### config.mk
export PLATFORM = sky130hd
export DESIGN_NAME = lob_cell
export DESIGN_NICKNAME = d
export VERILOG_FILES = /design/src/rtl/limit_order_book_matcher_unit_defines.svh /design/src/rtl/lob_pkg.sv /design/src/rtl/lob_cell.sv
export SDC_FILE = /design/constraint.sdc
export NUM_CORES = 1
export LEC_CHECK = 0
export CAP_MARGIN = 20
export CORE_AREA = 2 2 109 111
export CTS_BUF_LIST = sky130_fd_sc_hd__clkbuf_16
export CTS_CLUSTER_DIAMETER = 40
export DETAILED_ROUTE_END_ITERATION = 12
export DIE_AREA = 0 0 111 113
export DONT_BUFFER_PORTS = 1
export PLACE_DENSITY = 0.56
export SLEW_MARGIN = 30
export SYNTH_ARGS = -nofsm -noshare
export SYNTH_HDL_FRONTEND = slang
export SYNTH_SLANG_ARGS = --single-unit
### constraint.sdc
create_clock -name clk -period 0.8 [get_ports clk]
set_input_delay 0.08 -clock clk [delete_from_list [all_inputs] [get_ports clk]]
set_output_delay 0.08 -clock clk [all_outputs]
set_load 0.01 [all_outputs]
### src/rtl/limit_order_book_matcher_unit_defines.svh
// Assertion macros shared by the order book RTL.
// Expects clk and rst_n in the scope of the module that uses them.
`ifndef LIMIT_ORDER_BOOK_MATCHER_UNIT_DEFINES_SVH
`define LIMIT_ORDER_BOOK_MATCHER_UNIT_DEFINES_SVH

// Same-cycle implication, off while in reset.
`define LOB_CHK_IMPL(name, ante, cons) \
    name: assert property (@(posedge clk) disable iff (!rst_n) (ante) |-> (cons)) \
        else $error("order book check failed (same cycle)");

// Next-cycle implication, off while in reset.
`define LOB_CHK_NEXT(name, ante, cons) \
    name: assert property (@(posedge clk) disable iff (!rst_n) (ante) |=> (cons)) \
        else $error("order book check failed (next cycle)");

`endif

### src/rtl/lob_pkg.sv
// Shared types and codes for the limit order book matcher.
// No dependencies; imported by every module of the block.
`timescale 1ns / 1ps
`default_nettype none

package lob_pkg;

    typedef enum logic [1:0] {
        MODE_ADD    = 2'd0,
        MODE_CANCEL = 2'd1,
        MODE_QUERY  = 2'd2,
        MODE_NOP    = 2'd3
    } mode_t;

    localparam logic [1:0] STAT_OK        = 2'd0;
    localparam logic [1:0] STAT_NOT_FOUND = 2'd1;
    localparam logic [1:0] STAT_FULL      = 2'd2;

    typedef enum logic [3:0] {
        ST_IDLE,
        ST_ADD_CHK,
        ST_SCAN,
        ST_FILL,
        ST_PLACE,
        ST_REMOVE,
        ST_BEST,
        ST_EMIT_RD,
        ST_EMIT_WR
    } state_t;

    // Per-cycle command broadcast to every cell of the chain.
    typedef struct packed {
        logic rotate;   // every cell takes its neighbor, last takes cell 0
        logic remove;   // cells at or above sel take their neighbor
        logic update;   // cell sel loads a new quantity
        logic append;   // cell at len loads the new order
    } cell_ctrl_t;

endpackage

`default_nettype wire

### src/rtl/lob_cell.sv
// One slot of the order chain: valid, side, price, quantity and id.
// Depends on lob_pkg for the broadcast command struct.
`timescale 1ns / 1ps
`default_nettype none

module lob_cell
    import lob_pkg::*;
#(
    parameter int IDX        = 0,
    parameter int IDX_W      = 6,
    parameter int LEN_W      = 7,
    parameter int PRICE_BITS = 10,
    parameter int QTY_BITS   = 32,
    parameter int ID_BITS    = 32
)
(
    input  wire logic                  clk,
    input  wire logic                  rst_n,
    input  wire cell_ctrl_t            ctrl,
    input  wire logic [IDX_W-1:0]      sel,
    input  wire logic [LEN_W-1:0]      len,
    input  wire logic [QTY_BITS-1:0]   upd_qty,
    input  wire logic                  new_side,
    input  wire logic [PRICE_BITS-1:0] new_price,
    input  wire logic [QTY_BITS-1:0]   new_qty,
    input  wire logic [ID_BITS-1:0]    new_id,
    input  wire logic                  nbr_valid,
    input  wire logic                  nbr_side,
    input  wire logic [PRICE_BITS-1:0] nbr_price,
    input  wire logic [QTY_BITS-1:0]   nbr_qty,
    input  wire logic [ID_BITS-1:0]    nbr_id,
    output logic                       valid,
    output logic                       side,
    output logic [PRICE_BITS-1:0]      price,
    output logic [QTY_BITS-1:0]        qty,
    output logic [ID_BITS-1:0]         id
);

    logic take_nbr;
    logic hit_sel;
    logic hit_len;

    assign hit_sel  = (IDX_W'(IDX) == sel);
    assign hit_len  = (LEN_W'(IDX) == len);
    assign take_nbr = ctrl.rotate || (ctrl.remove && (IDX_W'(IDX) >= sel));

    always_ff @(posedge clk or negedge rst_n)
    begin
        if (!rst_n)
        begin
            valid <= 1'b0;
        end
        else if (take_nbr)
        begin
            valid <= nbr_valid;
        end
        else if (ctrl.append && hit_len)
        begin
            valid <= 1'b1;
        end
    end

    always_ff @(posedge clk)
    begin
        if (take_nbr)
        begin
            side  <= nbr_side;
            price <= nbr_price;
            qty   <= nbr_qty;
            id    <= nbr_id;
        end
        else if (ctrl.update && hit_sel)
        begin
            qty <= upd_qty;
        end
        else if (ctrl.append && hit_len)
        begin
            side  <= new_side;
            price <= new_price;
            qty   <= new_qty;
            id    <= new_id;
        end
    end

endmodule

`default_nettype wire

; Word-level counts from Yosys, hierarchy flattened
; Index checks and enable logic that the tools add are counted.
[word_totals]
reg_bits = 76
in_bits = 202
out_inout_bits = 76
wordCells = 30
[op_classes]
n_lt_le_gt_ge = 1
n_eq_ne = 1
n_mux = 14
reduce_logical = 9
[op_table]
columns = operator, n
row1 = $mux 32, 6
row2 = $mux 10, 3
row3 = $logic_not 7->1, 1
row4 = $ge 1x6->1 const A, 1
row5 = $logic_not 6->1, 1
row6 = $mux 1, 5
row7 = $logic_and 1x1->1, 3
row8 = $reduce_bool 3->1, 1
row9 = $ne 2x2->1 const B, 1
row10 = $reduce_and 2->1, 1
row11 = $reduce_bool 2->1, 1
row12 = $logic_or 1x1->1, 1

; Longest topological paths before layout
[logic_depth]
depth_word = 5
ltp_mapped = 5
depth_no_buf = 3

; Worst setup path after synthesis
; No wires, ideal clock.
[synth_path]
path_kind = input to register
from = input sel[1]
to = register id[0], enable pin
setup_ns = 0.455
t_arrival_ns = 2.884
t_required_ns = 0.345
path_slack_ns = -2.539
stages = 5
path_cell_list = nor4_4 a31oi_4 buf_8 buf_6 a21boi_1
[synth_between]
elab_chain_cells = 5
[synth_lines]
columns = item, line_no
row1 = "start, declared", lob_cell.sv:20  ; input wire logic [IDX_W-1:0] sel,
row2 = $ge 1x6->1, lob_cell.sv:45  ; assign take_nbr = ctrl.rotate || (ctrl.remove && (IDX_W'(IDX) >= sel));
row3 = $logic_and 1x1->1, lob_cell.sv:45
row4 = $logic_or 1x1->1, lob_cell.sv:45
row5 = $ne 2x2->1 (no source line) or $reduce_bool 2->1 (tied branches), n/a
row6 = $reduce_and 2->1 (no source line) (*), n/a
row7 = "end signal, assigned", lob_cell.sv:70  ; id <= nbr_id;
row8 = "end signal, assigned", lob_cell.sv:81  ; id <= new_id;
row9 = "end, declared", lob_cell.sv:36  ; output logic [ID_BITS-1:0] id
; Every way passes the cells marked *; elsewhere a longest branch is shown, timed or not.
; A chain may end at the register's enable or synchronous reset.

; Worst setup path in the final report
[layout_path]
from = input sel[1]
to = register id[15] (data pin)
[layout_between]
elab_chain_cells = 4
[layout_lines]
columns = item, line_no
row1 = $ge 1x6->1, lob_cell.sv:45
row2 = $logic_and 1x1->1, lob_cell.sv:45
row3 = $logic_or 1x1->1, lob_cell.sv:45
row4 = $mux 32, lob_cell.sv:65  ; if (take_nbr)
; Every way passes these cells.

==> results by group <==
Status
  • Run status: finished, violations left
  • Failing checks: negative hold slack, negative setup slack

Drt
  • Antenna-violating nets left: 0
  • Drt first-iter violations: 128
  • DRC violations left: 0
  • Vias: 3023
  • DR WL/cell: 24.5 µm
  • Routed WL: 13000 µm
  • 1st-pass router iterations: 4
  • Vias/cell: 5.70

Synth
  • Synth Area in Simple Gates: 2.26%
  • Post-Synth XOR/XNOR Area: 0%
  • Adder-cell share of the synthesized area: 0%
  • Synth top area share: 58.1%
  • Post-Syn Area: 3870 µm²
  • Cells after Synth: 288
  • Largest family of logic cells by synthesized area: compound AO/OA/AOI/OAI gates
  • Count leader, synth: edfxtp_1
  • Fraction of registers with async set/reset: 1.32%
  • Area leader, netlist: edfxtp_1
  • Syn_nets: 490
  • Flops & latches, synth: 76
  • Sequential fraction of the synthesis area: 58.8%
  • EDFF count, synth: 75
  • Commonest cells post-synth: 75 x edfxtp_1, 65 x inv_1, 43 x mux2_1
  • Prevailing post-synth register cell: edfxtp_1
  • Compound-Gate Fraction of Synth Area: 15.3%
  • Syn_area_per_cell: 13.5 µm²
  • YS warnings: 0
  • Synth area leaders: edfxtp_1 58%, mux2_1 12%, o221ai_1 7.2%, o311ai_1 7.2%, inv_1 6.3%
  • Yosys cell types: 26
  • Mux cell area share after synthesis: 12.8%

Pwr
  • Int Pwr: 8.55 mW
  • NetSw: 2.71 mW
  • Seq pwr share: 46.6%
  • Leak: 2.34 nW
  • Sw Share: 24.1%
  • Clock power frac: 38.3%
  • Pwr Density: 1840 nW/µm²
  • Max rail drop VDD: 0.925 mV
  • Comb pwr share: 15.2%

Floorplanning
  • Die Width: 111 µm
  • Die Ht: 113 µm
  • Initial Util: 34.4%
  • Die area: 12500 µm²
  • Row cnt: 39
  • Core area: 11300 µm²
  • # IOs: 278

Run
  • Max-Cap Viols: 0

Finish
  • Number of diodes: 0
  • Number of fill cells in the layout: 895
  • Final std cells w/o fill: 530
  • Final #Nets: 584
  • Layout cells sized above 1: 35.4%
  • Area delta synth->final: 58.0%

Worst hold path
  • Worst min-delay path category: primary input to flip-flop

Clock network
  • Num CTS Buffers: 9
  • Worst-path clk slew: 0.06 ns
  • H-tree levels: 3
  • Clock root buffer: clkbuf_16
  • Worst-skew pair later-pin latency: 0.33 ns
  • Clock Path Buffers: 2
  • Clk sink count: 76
  • CTS tree: built

Global routing
  • Total gr overflow: 0
  • Antenna violations before repair: 0
  • GRT Total Usage: 17.8%
  • Vias in the first global route: 2913
  • First-pass GRT wire length: 17000 µm
  • Pin count of the biggest net entering global routing: 33

STA
  • Slew margin rel.: 51.5%
  • WHS: -0.0393 ns
  • Slew Viols, Final: 0
  • Fmax: 863 MHz
  • Final Cycle Share: 145%
  • Worst Skew: 0 ns
  • Setup violations, final: 227
  • PnR worst setup slack: -0.359 ns
  • RSZ-0062 raised after global routing: yes
  • Hold Violations, Final: 23
  • Measured slew at the worst slew-check pin: 0.725 ns
  • Post-route minimum period: 1.16 ns

Worst setup path
  • Crit. End Element: flip-flop
  • Max incr delay on CP: 0.33 ns
  • Critical Path Start Type: primary input
  • Crit Path Max Fanout: 14
  • Crit-path slowest cell: nor4_4
  • Crit path arrival time: 1.22 ns
  • Worst Path Required: 0.86 ns
  • Worst path cell trace: nor4_4, a31oi_4, buf_12, buf_8, mux2_1
  • Crit path kind: primary input to flip-flop

Placed design
  • DP Wirelength: 7490 µm
  • RePlAce Congestion: 0.769
  • Number of cells after detailed placement: 424
  • Place WS: -0.848 ns
  • Port Buffers: 0
cells by family after synthesis:
family          after synthesis
simple gates                 12
mux                          44
compound gates               67
buf+inv                      89
flops                        76
metal layers:
metal | part of all wire (%) | track usage [%] | up-vias
li1 | - | - | 1324
met1 | 37 | 19.6 | 1467
met2 | 53 | 32.3 | 217
met3 | 8.9 | 6.43 | 15
met4 | 1.4 | 5.50 | 0
met5 | 0 | 0 | -
sequential cells by signal (all words and copies together), names as in the netlist:
signal  flops
valid       1
qty        32
id         32
price      10
side        1
what timing repair did:
action | CTS | global route
gates cloned | 5 | 4
gates resized for setup | 58 | 61
pin swaps | 12 | 27
setup buffers | 5 | 2
endpoints found under the setup margin | 226 | 227
hold buffers | 32 | 41
endpoints found under the hold margin | 45 | 50
layout make-up:
| cell class | instances | area (µm²) | area share, % |
|---|---|---|---|
| inverter | 66 | 249 | 4.07 |
| multi-input combinational | 126 | 1910 | 31.1 |
| clock inverter | 7 | 92.6 | 1.51 |
| sequential | 76 | 2280 | 37.2 |
| tap | 143 | 179 | 2.92 |
| clock buffer | 9 | 225 | 3.68 |
| timing repair buffer | 103 | 1190 | 19.5 |
worst max-delay path: cells and delay by family:
family / cells / cell delay [ns]
compound gates: 1 / 0.14
buf+inv: 2 / 0.33
mux: 1 / 0.33
simple gates: 1 / 0.33
power groups by stage:
stage	clock network (mW)	logic (mW)	registers, mW
final	4.31	1.71	5.25
after global routing	4.61	1.82	5.27
after CTS	4.41	1.22	5.26
after detailed placement	0	0.799	5.33
after global placement	0	0.770	5.33
after floorplan	0	0.601	5.25
through the flow:
step / hold slack [ns] / instance area, µm² / setup TNS [ns] / power (mW) / util (%)
5_1_grt: -0.0596 / 6120 / -56.80 / 11.7 / 54.3
3_5_place_dp: -0.216 / 4080 / -103.15 / 6.13 / 36.2
3_3_place_gp: -0.216 / 4080 / -100.21 / 6.10 / 36.2
6_report: -0.0393 / 6120 / -49.12 / 11.3 / 54.3
4_1_cts: -0.0578 / 5150 / -51.71 / 10.9 / 45.7
2_1_floorplan: -0.216 / 3890 / -136.32 / 5.85 / -
final timing paths:
path	cells after the start	endpoint	from	slack [ns]
min in group asynchronous	2	valid$_DFFE_PN0P_	rst_n	0.53
hold reg to reg	3	valid$_DFFE_PN0P_	valid$_DFFE_PN0P_	0.68
max in group asynchronous	2	valid$_DFFE_PN0P_	rst_n	0.17
setup / recovery	5	id[15]$_DFFE_PP_	sel[1]	-0.36
setup reg to reg	3	valid$_DFFE_PN0P_	valid$_DFFE_PN0P_	-0.03
hold / removal	1	id[25]$_DFFE_PP_	nbr_id[25]	-0.04
cell usage in the layout, fill, tap and decap left out, types with 2 or more instances in the layout:
master and count:
edfxtp_1 75, dlygate4sd3_1 73, inv_1 66, mux2_4 33, o311ai_4 22, o221ai_1 16, o221ai_2 16, clkbuf_16 11
o311ai_2 9, buf_4 9, mux2_1 8, buf_6 7, buf_12 7, or4_4 4, buf_16 4, mux2_2 2
nand3_1 2, clkinv_4 2, bufinv_16 2
Power figures use the tool's default switching activity.
